==> config.mk <==
export PLATFORM = sky130hd
export DESIGN_NAME = fep_window
export DESIGN_NICKNAME = d
export VERILOG_FILES = /design/src/rtl/core/fep_pkg.sv /design/src/rtl/core/fep_window.sv
export SDC_FILE = /design/constraint.sdc
export NUM_CORES = 1
export LEC_CHECK = 0
export BUFFER_PORTS_ARGS = -buffer_cell sky130_fd_sc_hd__buf_2
export CAP_MARGIN = 10
export CORE_ASPECT_RATIO = 1.4
export CORE_UTILIZATION = 54
export CTS_BUF_LIST = sky130_fd_sc_hd__clkbuf_4
export CTS_CLUSTER_SIZE = 10
export DETAILED_ROUTE_END_ITERATION = 10
export MAX_ROUTING_LAYER = met4
export PLACE_DENSITY = 0.82
export SYNTH_ARGS = -nofsm -noshare
export SYNTH_HDL_FRONTEND = slang
export SYNTH_SLANG_ARGS = --single-unit
==> constraint.sdc <==
create_clock -name clk -period 2.1 [get_ports clk]
set_input_delay 0.21 -clock clk [delete_from_list [all_inputs] [get_ports clk]]
set_output_delay 0.21 -clock clk [all_outputs]
set_load 0.005 [all_outputs]
==> src/rtl/core/fep_pkg.sv <==
package fep_pkg;

	localparam int MAX_TAPS_DEF    = 8;
	localparam int SAMPLE_BITS_DEF = 16;
	localparam int VALUE_W         = 35;
	localparam int COEF_W          = 16;
	localparam int NUM_PAIRS       = 4;
	localparam int TCNT_W          = 4;
	localparam int CENTER_W        = 3;
	localparam int SEQ_W           = 3;
	localparam int CFG_IDX_W       = 3;
	localparam int CFG_DATA_W      = 35;

	localparam logic [CFG_IDX_W-1:0] REG_TAP_COUNT = 3'd0;
	localparam logic [CFG_IDX_W-1:0] REG_CENTER    = 3'd1;
	localparam logic [CFG_IDX_W-1:0] REG_PAD_MODE  = 3'd2;
	localparam logic [CFG_IDX_W-1:0] REG_PAD_VALUE = 3'd3;
	localparam logic [CFG_IDX_W-1:0] REG_COEF_01   = 3'd4;
	localparam logic [CFG_IDX_W-1:0] REG_COEF_23   = 3'd5;
	localparam logic [CFG_IDX_W-1:0] REG_COEF_45   = 3'd6;
	localparam logic [CFG_IDX_W-1:0] REG_COEF_67   = 3'd7;

	typedef logic [NUM_PAIRS-1:0][2*COEF_W-1:0] coef_bank_t;

	typedef struct packed {
		logic head;
		logic last;
		logic err;
	} item_flags_t;

	function automatic logic [COEF_W-1:0] tap_sel(coef_bank_t bank, logic [2:0] idx);
		logic [2*COEF_W-1:0] pair;
		pair = bank[idx[2:1]];
		return idx[0] ? pair[2*COEF_W-1:COEF_W] : pair[COEF_W-1:0];
	endfunction

endpackage

==> src/rtl/core/fep_window.sv <==
module fep_window #(
	parameter int MAX_TAPS    = fep_pkg::MAX_TAPS_DEF,
	parameter int SAMPLE_BITS = fep_pkg::SAMPLE_BITS_DEF,
	parameter int NW          = $clog2(MAX_TAPS + 1)
) (
	input  logic                                   clk,
	input  logic                                   arst_n,
	input  logic                                   in_valid,
	output logic                                   in_ready,
	input  logic signed [SAMPLE_BITS-1:0]          sample,
	input  logic                                   list_end,
	input  logic [NW-1:0]                          n_eff,
	output logic [MAX_TAPS-1:0][SAMPLE_BITS-1:0]   win_s1,
	output logic                                   valid_s1,
	output fep_pkg::item_flags_t                   flags_s1,
	input  logic                                   ready_s1
);

	logic          accept;
	logic [NW-1:0] fill_q;
	logic [NW-1:0] fill_inc;
	logic          full;
	logic          head;

	assign in_ready = !valid_s1 || ready_s1;
	assign accept   = in_valid && in_ready;
	assign fill_inc = (fill_q == NW'(MAX_TAPS)) ? fill_q : fill_q + NW'(1);
	assign full     = fill_inc >= n_eff;
	assign head     = fill_inc == n_eff;

	always_ff @(posedge clk or negedge arst_n) begin
		if (!arst_n) begin
			fill_q   <= '0;
			valid_s1 <= 1'b0;
		end else if (accept) begin
			fill_q   <= list_end ? '0 : fill_inc;
			valid_s1 <= full || list_end;
		end else if (ready_s1) begin
			valid_s1 <= 1'b0;
		end
	end

	// shift in every accepted sample; an item that closes no window and ends no list is not passed on
	always_ff @(posedge clk or negedge arst_n) begin
		if (!arst_n) begin
			win_s1   <= '0;
			flags_s1 <= '0;
		end else if (accept) begin
			for (int i = 0; i < MAX_TAPS - 1; i++) begin
				win_s1[i] <= win_s1[i+1];
			end
			win_s1[MAX_TAPS-1] <= sample;
			flags_s1.head      <= head;
			flags_s1.last      <= list_end;
			flags_s1.err       <= !full;
		end
	end

endmodule

* Yosys cells after proc, flatten, opt, wreduce, memory -nomap -nowiden
Index checks and enable logic that the tools add are counted.
Widths: inputs -> output; s select.
** Storage, ports and cells
- Register bits :: 136
- Latch bits :: 0
- Memory bits (writable) :: 0
- Memory bits (read-only) :: 0
- Bits of input ports :: 25
- Output and inout port bits :: 133
- Word-level logic and storage cells :: 27
- Memories kept :: 0
** Operators by class
- Add/sub/neg operators :: 1
- Multipliers :: 0
- Divide/modulo/power cells :: 0
- Magnitude comparators :: 1
- Eq/ne operators :: 2
- Shift operators :: 0
- Mux-type cells :: 4
- Bitwise operators :: 0
- Reduce and logical (&&, ||, !) cells :: 6
** Operators by type and width (count)
- $mux 4 :: 2
- $add 4x1->4 const B :: 1
- $eq 4x4->1 :: 1
- $eq 4x4->1 const B :: 1
- $ge 4x4->1 :: 1
- $logic_not 1->1 :: 2
- $logic_or 1x1->1 :: 2
- $mux 1 :: 2
- $reduce_bool 2->1 :: 1
- $logic_and 1x1->1 :: 1

* Longest topological paths before layout
- Depth in word-level cells :: 5
- Gate-level depth with buffers :: 10
- Gate-level depth less buffers :: 10

* Worst setup path before layout
OpenSTA, ideal clock, no wires.
- Kind :: reg-to-reg
- Start :: reg fill_q[0]
- End :: reg flags_s1[0] (netlist name)
- Setup time :: 0.125 ns
- Data arrival time :: 1.598 ns
- Data required time :: 1.975 ns
- Slack :: 0.378 ns
- Stages on the path, launching flop included :: 10
- Path buffers :: 0
- Clock period less this slack :: 1.722 ns
- Cells stage by stage :: dfrtp_1 inv_1 ha_1 nand2_1 nor2_1 xnor2_1 ha_1 o21ai_0 o2bb2ai_1 mux2_2
** Between the ends
- Word-level cells in the longest chain between the ends :: 4
- Elaborated cells on any way between the ends :: 5
- Those cells by class :: 1 x add/sub; 1 x order compare; 1 x eq/ne; 1 x mux; 1 x reduce/logical
** Ends and longest elaborated chain
- start, declared :: RTL line fep_window.sv:20 : logic [NW-1:0] fill_q;
- start signal, assigned :: RTL line fep_window.sv:36 : fill_q <= list_end ? '0 : fill_inc;
- $add 4x1->4 / $eq 4x4->1 (equally long branches) :: RTL line fep_window.sv:27 : assign fill_inc = (fill_q == NW'(MAX_TAPS)) ? fill_q : fill_q + NW'(1);
- $mux 4 (*) :: RTL line fep_window.sv:27
- $ge 4x4->1 (*) :: RTL line fep_window.sv:28 : assign full = fill_inc >= n_eff;
- $logic_not 1->1 (*) :: RTL line fep_window.sv:55 : flags_s1.err <= !full;
- end, declared :: RTL line fep_window.sv:15 : output fep_pkg::item_flags_t flags_s1,
Mark *: on every way between the ends. The rest lies on a longest branch, timed or not.
A chain may end at the register's enable or synchronous reset.

* Worst setup path in the final report
Same ends and word-level chain as after synthesis.

==> qor.txt <==
Status - finished, final reports clean
Yosys reg bits - 136
Setup CP Type - reg2reg
H-tree levels - 4
Clk_skew - 0.0223 ns
Cell family with most CP delay - adder cells
CP Max Fanout - 4
Crit start category - flop
TritonCTS buffer count - 17
Crit path top cell by count - ha_1
Root buffer cell - clkbuf_4
# placed instances - 609
Crit path from - fill_q[0]
Share of cells above drive strength 1 - 62.9%
CTS Buffer Depth - 2
Post-Synthesis Cells - 321
Syn Nets - 352
Worst-case vdd ir drop - 0.717 mV
Routability cong. - 0.742
Final-report hold violation count - 0
CP max stage cell - dfrtp_1
DP Wirelength - 7320 um
GRT Util Overall - 21.8%
Seq/Total Area, Yosys - 58.9%
Skew-Pair Late Insertion Delay - 0.52 ns
Warnings from Yosys - 0
Starting Density - 55.5%
PD cells - 1300 nW/um2
Clock sink count - 136
Synth area leaders - dfrtp_1 (59%), mux2_4 (26%), mux2_2 (5.7%)
Grt total ovfl - 0
First-pass detailed-route iteration total - 4
Hold_ws - 0.211 ns
Setup crit end kind - flop
First-pass GRT wire length - 17500 um
ANT nets after route - 0
Fill cells - 721
Worst r2r src - fill_q[0]
Required @ worst endpoint - 2.50 ns
Via count of the first global-routing pass - 3372
Static Leak - 3.62 nW
Worst-Margin Slew - 0.589 ns
Cell Area, Synth - 5780 um2
Die Area - 11100 um2
Reg clk slew, reported paths - 0.12 ns
Initial antenna violation count - 0
1st-iter DRT viols - 112
ANT cells - 0
Top cell type's share of synthesized area - 58.9%
P&R area growth vs syn - 22.4%
DRC Markers - 0
Yosys cell types - 25
Fmax - 519 MHz
Setup Viol. Count Final - 0
Worst Min Path Start - n_eff[0]
Final min period - 1.93 ns
CP Cell Sequence - inv_1 > ha_1 > nand2_1 > nor2_2 > xnor2_1 > ha_1 > o21ai_1 > o2bb2ai_1 > mux2_2
Bufs and invs on worst path - 1
Width of the chip - 89.4 um
Final Non-Filler Cells - 661
Drt total wl - 11000 um
Max-slew headroom - 60.7%
I/O pins - 158
Rows - 44
CTS tree - done
Via count - 3300
Vias per cell - 4.99
Avg Cell Area, Syn - 18.0 um2
Area leader, netlist - dfrtp_1
Critical path arrival - 2.32 ns
Core Area - 10400 um2
Largest net degree at the start of global routing - 64
Nets@finish - 541
Final Slew Violations - 0
Max-cap violations - 0
Setup_tns - 0 ns
I/O Buffers - 157
Worst min path class - in2reg
Post-CTS Setup Bufs - 0
Die H - 124 um
Fin crit share - 91.8%
CP peak stage delay - 0.43 ns
WL/cell - 16.7 um
area by class of cell:
class | instances | area, um2 | area share [%]
Sequential cell | 136 | 3400 | 48.1
Multi-Input combinational cell | 163 | 2100 | 29.7
Timing Repair Buffer | 185 | 1110 | 15.8
Tap cell | 138 | 173 | 2.44
Clock buffer | 17 | 128 | 1.80
Clock inverter | 15 | 128 | 1.80
Inverter | 7 | 28.8 | 0.407
final timing paths:
check                      slack (ns)  cells after the start           to
setup / recovery                 0.17                      9  flags_s1[0]
hold / removal                   0.21                      4  flags_s1[2]
setup reg to reg                 0.17                      9  flags_s1[0]
hold reg to reg                  0.51                      1    win_s1[3]
max in group asynchronous        1.12                      3    win_s1[3]
min in group asynchronous        0.25                      2  win_s1[116]
metrics by stage:
| stage | worst slack, ns | cell area [um2] | util (%) | total power, mW |
|---|---|---|---|---|
| after global routing | -0.00446 | 7070 | 68.0 | 9.79 |
| after global placement | 0.328 | 6620 | 63.6 | 7.51 |
| after detailed placement | 0.172 | 6620 | 63.6 | 7.71 |
| after CTS | 0.141 | 7070 | 68.0 | 9.29 |
| final | 0.172 | 7070 | 68.0 | 9.21 |
| after floorplan | 0.378 | 5780 | - | 6.22 |
power by group:
group / leakage, nW / switching, mW / internal, mW
Sequential: 1.61 / 0.819 / 3.67
Combinational: 1.89 / 1.09 / 2.09
Clock: 0.121 / 0.966 / 0.582
Total: 3.62 / 2.88 / 6.34
routing by layer:
metal / share of wire (%) / vias to the layer above / global-route usage (%)
met2: 49 / 119 / 32.6
li1: - / 1520 / -
met1: 44 / 1650 / 27.8
met4: 1.1 / 0 / 7.19
met5: 0 / - / -
met3: 6.2 / 11 / 7.29
cells by family (layout without fill, tap and decap cells):
kind of cell	after synthesis	after routing	share of synthesized area (%)
flops	136	136	58.9
mux	131	131	32.1
buf+inv	22	224	4.96
simple gates	15	15	1.41
compound gates	9	9	1.06
fa+ha+maj	6	6	1.30
xor+xnor	2	2	0.303
registers in the layout (all words and copies together) (netlist names):
signal	count
flags_s1	3
win_s1	128
fill_q	4
valid_s1	1
repair_timing:
item | 4_1_cts | 5_1_grt
resized for setup | 0 | 2
hold buffers | 20 | 0
endpoints found under the hold margin | 80 | 0
endpoints found under the setup margin | 0 | 2
cell usage after synthesis:
library cell  count
buf_6             2
mux2_4          101
mux2_2           29
nor2_1            4
buf_12           11
xnor2_1           2
nor3_1            1
nand2b_1          1
ha_1              6
inv_4             1
buf_4             2
o21a_1            1
a22o_1            2
o31ai_1           1
mux2i_1           1
nand3_1           1
nor2b_4           1
a21oi_1           1
dfrtp_1         136
inv_1             6
nand2_1           5
nand4_1           1
o21ai_0           3
o2bb2ai_1         1
nand2_4           1
tightest hold or removal path, delay by kind of cell:
| family | cells | cell delay [ns] |
|---|---|---|
| fa+ha+maj | 1 | 0.15 |
| compound gates | 1 | 0.15 |
| simple gates | 1 | 0.10 |
| buf+inv | 1 | 0.08 |
layout by cell type, fill, tap and decap left out, types with 3 or more instances in the layout:
master | Yosys | layout
buf_2 | 0 | 156
dfrtp_1 | 136 | 136
mux2_4 | 101 | 101
mux2_2 | 29 | 29
dlygate4sd3_1 | 0 | 20
clkbuf_4 | 0 | 17
inv_1 | 6 | 6
ha_1 | 6 | 6
clkinvlp_4 | 0 | 6
nand2_1 | 5 | 5
buf_12 | 11 | 5
nor2_1 | 4 | 3
buf_4 | 2 | 3
Note: power is estimated with default switching activity, not from simulation.
