File: config.mk
export PLATFORM = sky130hd
export DESIGN_NAME = fep_emit
export DESIGN_NICKNAME = d
export VERILOG_FILES = /design/src/rtl/core/fep_pkg.sv /design/src/rtl/core/fep_emit.sv
export SDC_FILE = /design/constraint.sdc
export NUM_CORES = 1
export LEC_CHECK = 0
export ABC_AREA = 1
export BUFFER_PORTS_ARGS = -buffer_cell sky130_fd_sc_hd__buf_2
export CAP_MARGIN = 20
export CORE_MARGIN = 1
export CORE_UTILIZATION = 56
export CTS_BUF_LIST = sky130_fd_sc_hd__clkbuf_8 sky130_fd_sc_hd__clkbuf_16
export CTS_CLUSTER_DIAMETER = 200
export DETAILED_ROUTE_END_ITERATION = 16
export GPL_ROUTABILITY_DRIVEN = 1
export PLACE_DENSITY = 0.91
export SYNTH_ARGS = -nofsm -noshare
export SYNTH_HDL_FRONTEND = slang
export SYNTH_SLANG_ARGS = --single-unit
File: constraint.sdc
create_clock -name clk -period 5.1 [get_ports clk]
set_input_delay 0.51 -clock clk [delete_from_list [all_inputs] [get_ports clk]]
set_output_delay 0.51 -clock clk [all_outputs]
set_load 0.03 [all_outputs]
File: src/rtl/core/fep_pkg.sv
package fep_pkg;

	localparam int MAX_TAPS_DEF    = 8;
	localparam int SAMPLE_BITS_DEF = 16;
	localparam int VALUE_W         = 35;
	localparam int COEF_W          = 16;
	localparam int NUM_PAIRS       = 4;
	localparam int TCNT_W          = 4;
	localparam int CENTER_W        = 3;
	localparam int SEQ_W           = 3;
	localparam int CFG_IDX_W       = 3;
	localparam int CFG_DATA_W      = 35;

	localparam logic [CFG_IDX_W-1:0] REG_TAP_COUNT = 3'd0;
	localparam logic [CFG_IDX_W-1:0] REG_CENTER    = 3'd1;
	localparam logic [CFG_IDX_W-1:0] REG_PAD_MODE  = 3'd2;
	localparam logic [CFG_IDX_W-1:0] REG_PAD_VALUE = 3'd3;
	localparam logic [CFG_IDX_W-1:0] REG_COEF_01   = 3'd4;
	localparam logic [CFG_IDX_W-1:0] REG_COEF_23   = 3'd5;
	localparam logic [CFG_IDX_W-1:0] REG_COEF_45   = 3'd6;
	localparam logic [CFG_IDX_W-1:0] REG_COEF_67   = 3'd7;

	typedef logic [NUM_PAIRS-1:0][2*COEF_W-1:0] coef_bank_t;

	typedef struct packed {
		logic head;
		logic last;
		logic err;
	} item_flags_t;

	function automatic logic [COEF_W-1:0] tap_sel(coef_bank_t bank, logic [2:0] idx);
		logic [2*COEF_W-1:0] pair;
		pair = bank[idx[2:1]];
		return idx[0] ? pair[2*COEF_W-1:COEF_W] : pair[COEF_W-1:0];
	endfunction

endpackage

File: src/rtl/core/fep_emit.sv
module fep_emit #(
	parameter int MAX_TAPS = fep_pkg::MAX_TAPS_DEF,
	parameter int NW       = $clog2(MAX_TAPS + 1)
) (
	input  logic                                clk,
	input  logic                                arst_n,
	input  logic                                valid_s3,
	input  fep_pkg::item_flags_t                flags_s3,
	input  logic signed [fep_pkg::VALUE_W-1:0]  psum_lo_s3,
	input  logic signed [fep_pkg::VALUE_W-1:0]  psum_hi_s3,
	output logic                                ready_s3,
	input  logic [NW-1:0]                       n_eff,
	input  logic [fep_pkg::CENTER_W-1:0]        center_pos,
	input  logic                                pad_mode,
	input  logic signed [fep_pkg::VALUE_W-1:0]  pad_value,
	output logic                                out_valid,
	input  logic                                out_ready,
	output logic signed [fep_pkg::VALUE_W-1:0]  value,
	output logic                                status,
	output logic                                run_last
);

	localparam int SW = fep_pkg::SEQ_W;

	logic                               busy_q;
	logic [SW-1:0]                      idx_q;
	logic [SW-1:0]                      pre_q;
	logic [SW-1:0]                      lst_q;
	logic                               err_q;
	logic signed [fep_pkg::VALUE_W-1:0] sum_q;
	logic [SW-1:0]                      pre_d;
	logic [SW-1:0]                      lst_d;
	logic                               done;
	logic                               load;

	assign done     = busy_q && out_ready && (idx_q == lst_q);
	assign ready_s3 = !busy_q || done;
	assign load     = valid_s3 && ready_s3;

	always_comb begin
		int c_i;
		int n_i;
		int p_i;
		int t_i;
		c_i = int'(center_pos);
		n_i = int'(n_eff);
		p_i = flags_s3.head ? c_i : 0;
		t_i = (flags_s3.last && !flags_s3.err && (c_i + 1 < n_i)) ? n_i - c_i - 1 : 0;
		pre_d = SW'(p_i);
		lst_d = SW'(p_i + t_i);
	end

	always_ff @(posedge clk or negedge arst_n) begin
		if (!arst_n) begin
			busy_q <= 1'b0;
			idx_q  <= '0;
		end else if (load) begin
			busy_q <= 1'b1;
			idx_q  <= '0;
		end else if (busy_q && out_ready) begin
			if (idx_q == lst_q) begin
				busy_q <= 1'b0;
			end else begin
				idx_q <= idx_q + SW'(1);
			end
		end
	end

	always_ff @(posedge clk) begin
		if (load) begin
			pre_q <= pre_d;
			lst_q <= lst_d;
			err_q <= flags_s3.err;
			sum_q <= flags_s3.err ? '0 : psum_lo_s3 + psum_hi_s3;
		end
	end

	assign out_valid = busy_q;
	assign value     = (pad_mode && !err_q && (idx_q != pre_q)) ? pad_value : sum_q;
	assign status    = err_q;
	assign run_last  = idx_q == lst_q;

endmodule

# After elaboration in Yosys (flattened, before gate mapping)
# Index checks and enable logic that the tools add are counted.
dict set report totals {
  reg_bits 46
}
dict set report classes {
  add_sub_neg 6
  n_eq_ne 3
  reduce_logical 15
  muxes 9
  n_lt_le_gt_ge 1
}
# op n
set ops {}
lappend ops {{35-bit adder} 1}
lappend ops {{35-bit two-way mux} 1}
lappend ops {{3-bit two-way mux} 5}
lappend ops {{1-bit logical AND} 7}
lappend ops {{3-bit by 1-bit adder with 4-bit output (second input constant)} 1}
lappend ops {{4-bit < comparator} 1}
lappend ops {{2-bit AND reduction} 2}
lappend ops {{2-bit nonzero test} 2}
lappend ops {{3-bit by 1-bit adder with 3-bit output (second input constant)} 1}
lappend ops {{3-bit adder} 1}
lappend ops {{3-bit == test} 1}
lappend ops {{1-bit logical NOT} 3}
lappend ops {{1-bit two-way mux} 3}
lappend ops {{3-bit != test} 1}
lappend ops {{3-bit by 2-bit subtractor with 3-bit output (second input constant)} 1}
lappend ops {{3-bit subtractor} 1}
lappend ops {{2-bit by 1-bit != test with 1-bit output (second input constant)} 1}
lappend ops {{1-bit logical OR} 1}

# Logic depth before layout (Yosys ltp)
dict set report depth {
  ltp_word 6
  mapped_depth 15
}

# Worst setup path after synthesis
# OpenSTA, ideal clock, no wires.
dict set report synth_path {
  path_kind {input-to-reg}
  startpoint {input center_pos[0] in the netlist's numbering}
  endpoint {register lst_q[2] (data pin)}
  required_time_ns 4.846
  n_path_buf 0
  path_slack_ns 2.376
  setup_time_ns 0.254
  path_stages 11
  arrival_ns 2.470
  path_cell_list {ha_1 -> xor2_1 -> ha_1 -> a21o_1 -> a31oi_1 -> nand3_1 -> or2_2 -> fa_1 -> xor2_1 -> xor2_1 -> inv_1}
}
dict set report synth_via {
  elab_chain_len 5
  elab_cells_between_ends 8
  classes_between {4 x add/sub; 1 x order compare; 2 x mux; 1 x reduce/logical}
}
# element line
set synth_rtl {}
lappend synth_rtl {{start: declaration} fep_emit.sv:13} ;# input logic [fep_pkg::CENTER_W-1:0] center_pos,
lappend synth_rtl {{3-bit by 1-bit adder with 4-bit output} fep_emit.sv:48} ;# t_i = (flags_s3.last && !flags_s3.err && (c_i + 1 < n_i)) ? n_i - c_i - 1 : 0;
lappend synth_rtl {{4-bit < comparator} fep_emit.sv:48}
lappend synth_rtl {{1-bit logical AND} fep_emit.sv:48}
lappend synth_rtl {{3-bit two-way mux} fep_emit.sv:48}
lappend synth_rtl {{3-bit adder *} fep_emit.sv:50} ;# lst_d = SW'(p_i + t_i);
lappend synth_rtl {{named net lst_d[2]} fep_emit.sv:32} ;# logic [SW-1:0] lst_d;
lappend synth_rtl {{end signal: assignment} fep_emit.sv:72} ;# lst_q <= lst_d;
lappend synth_rtl {{end: declaration} fep_emit.sv:28} ;# logic [SW-1:0] lst_q;
# Mark *: on every way through the listed nets, which the timed path passes. The rest lies on a longest branch.
# A chain may end at the register's enable or synchronous reset.

# Final worst setup path
# Ends and elaborated chain as after synthesis.

==> metrics <==
status completed; switching share of total power 0.424; endpoint class of the critical path flip-flop; Final Hold Vio Count 0; sequential area share after synthesis 0.280; most frequent cells in the layout nand2_1, buf_2, inv_1; combinational share of power 0.523; #FFs+latches synth 46; Seq pwr share 0.336; largest net degree at the start of global routing 43; initial antenna violation count 0; total global routing overflow 0; die area about 9000 um2; Initial Util 0.585; gpl congestion 0.943; Post-Synth Simple-Gate Area 0.266; port bufs between 150 and 200; layout cell share with drive strength beyond 1 0.244; drt first pass iters 5; clock sink count 46; htree depth 2; setup TNS 0 ns; startpoint types primary input; critical path launch point center_pos[0]; Worst-path clk slew 0.09 ns; leak pwr 3.29 nW; hold slack 0.468 ns; FMAX 360 MHz; relative slew slack 0.407; TritonCTS clock tree yes; FF+latch area 1360 um2; area of the mapped netlist 4860 um2; Nets 1005; Least-Margin Pin Slew 0.888 ns; post-synthesis adder-cell area fraction 0.121; Synth Area in Compound Gates 0.106; final setup fails 0; first-pass GRT wire length 19600 um; Hold Path Class in -> reg; area delta synth->final 20.4%; Vias/cell 5.23; via count 4947; IO Count 159; fin. max-slew vios 0; hold path start valid_s3; vias in the first global route approximately 4400; post-synthesis xor/xnor area fraction 0.0253; DRC viols 0; Tmin final 2.78 ns; global-route usage over all layers 0.277; largest fanout on the critical path 4; P_int 0.949 mW; Util after Layout 0.704; Worst R2R Setup Slack 3.20 ns; Root Driver clkbuf_8; mux share of post-synthesis cell area 0.104; unrepaired setup endpoints after global routing no; mean area per synthesized cell 7.14 um2; Crit path arrival time 2.84 ns; commonest non-fill, non-tap cell in the layout nand2_1; Setup Fix Bufs, Post-CTS 0; Filler cells 703; Clock Skew 0.00806 ns; r2r startpoint idx_q[0]; Switching Power between 0.6 and 0.7 mW; Clock Latency Late Sink about 0.30 ns; Max Cap Violations 0; footprint of the multi-input gates 3020 um2; number of core rows 33; Antenna diodes 0; DRT iter0 DRCs 320; Worst Setup Slack post-DPL 2.02 ns; WL per Instance 13.0 um; Yosys cell types 27; DPL Wire Length 10500 um; Setup WS post-layout 2.32 ns; CTS max path bufs 2; Num CTS Buffers 5; Required @ worst endpoint 5.16 ns; antenna viol nets, final 0; Pwr Density 282 nW/um2; Tcrit/Tclk final 0.545; Mapped Nets about 850; Setup CP Type in -> reg; Die Y 95.1 um; width of the die 95.1 um; largest family of logic cells by synthesized area simple AND/OR/NAND/NOR gates; DRT Wirelength around 12000 um; clock power share 0.141; core area approximately 8300 um2; synth warn 0; Max IR drop VDD between 150 and 200 uV; post-synthesis cell count 680
-- timing repair --
item	CTS	global route
hold buffers	1	0
gates resized for setup	0	0
endpoints found under the hold margin	4	0
-- metrics by stage --
step                area (um2)  total power [mW]  instances
floorplan                 4860              1.20        680
global placement          5740              1.40        937
detailed placement        5740              1.42        937
CTS                       5840              1.65        946
global route              5840              1.76        946
finish                    5840              1.65        946
-- cell usage after synthesis, drive strengths merged --
cell type | count | area share
o21bai | 6 | 0.0093
a31oi | 1 | 0.0013
mux2 | 35 | 0.10
inv | 113 | 0.087
xor2 | 5 | 0.0090
xnor2 | 9 | 0.016
nand4 | 1 | 0.0013
a21oi | 54 | 0.056
or2 | 1 | 0.0013
buf | 3 | 0.0070
o21ai | 24 | 0.025
dfrtp | 4 | 0.021
a21boi | 1 | 0.0015
nor3 | 5 | 0.0052
edfxtp | 42 | 0.26
nor2 | 88 | 0.068
o22ai | 1 | 0.0013
ha | 42 | 0.11
fa | 3 | 0.012
clkbuf | 4 | 0.0031
o21a | 6 | 0.0093
a21o | 2 | 0.0031
nand2 | 198 | 0.15
nand3 | 31 | 0.033
nand3b | 1 | 0.0041
-- power by group through the flow --
stage	clock (mW)	combinational [mW]	sequential, mW
final	0.232	0.863	0.555
after global routing	0.249	0.949	0.562
after detailed placement	0	0.856	0.565
after global placement	0	0.839	0.562
after floorplan	0	0.638	0.559
after CTS	0.235	0.860	0.556
-- routing by layer --
metal	wire [um]	GRT usage
met5	0	0
met4	133	0.0619
met3	830	0.0343
met2	5880	0.483
met1	5490	0.366
-- path summary, 6_finish.rpt --
kind / end / cells past startpoint
worst max-delay path: lst_q[2] / 12
worst max register to register: status / 8
worst min-delay path: out_valid / 3
min in group asynchronous: idx_q[1] / 2
max in group asynchronous: out_valid / 2
worst min register to register: out_valid / 2
-- final cells by class --
class                   instances  area share
well taps                     105      0.0225
multi-input cells             514       0.517
inverters                     113      0.0726
flip-flops and latches         46       0.233
clock buffers                   5      0.0118
repair buffers                160       0.138
clock inverters                 3     0.00492
-- sequential cells by signal (all words and copies together) (netlist names) --
register   flops
lst_q          3
sum_q         35
idx_q          3
status         1
out_valid      1
pre_q          3
-- kinds of logic after synthesis --
kind of cell | count (synthesis)
adders and majority gates | 45
buffers and inverters | 120
xor gates and xnor gates | 14
AOI/OAI and AO/OA | 95
and+or+nand+nor | 325
muxes | 35
DFF | 46
-- worst max-delay path, cell delays in order --
cell and delay, ns:
buf_2 0.12, ha_1 0.20, xor2_1 0.17, ha_1 0.19
a21o_1 0.16, a31oi_1 0.21, nand3_1 0.11, or2_2 0.33
fa_1 0.40, xor2_1 0.19, xor2_1 0.16, inv_1 0.06
Note: power is estimated with default switching activity, not from simulation.
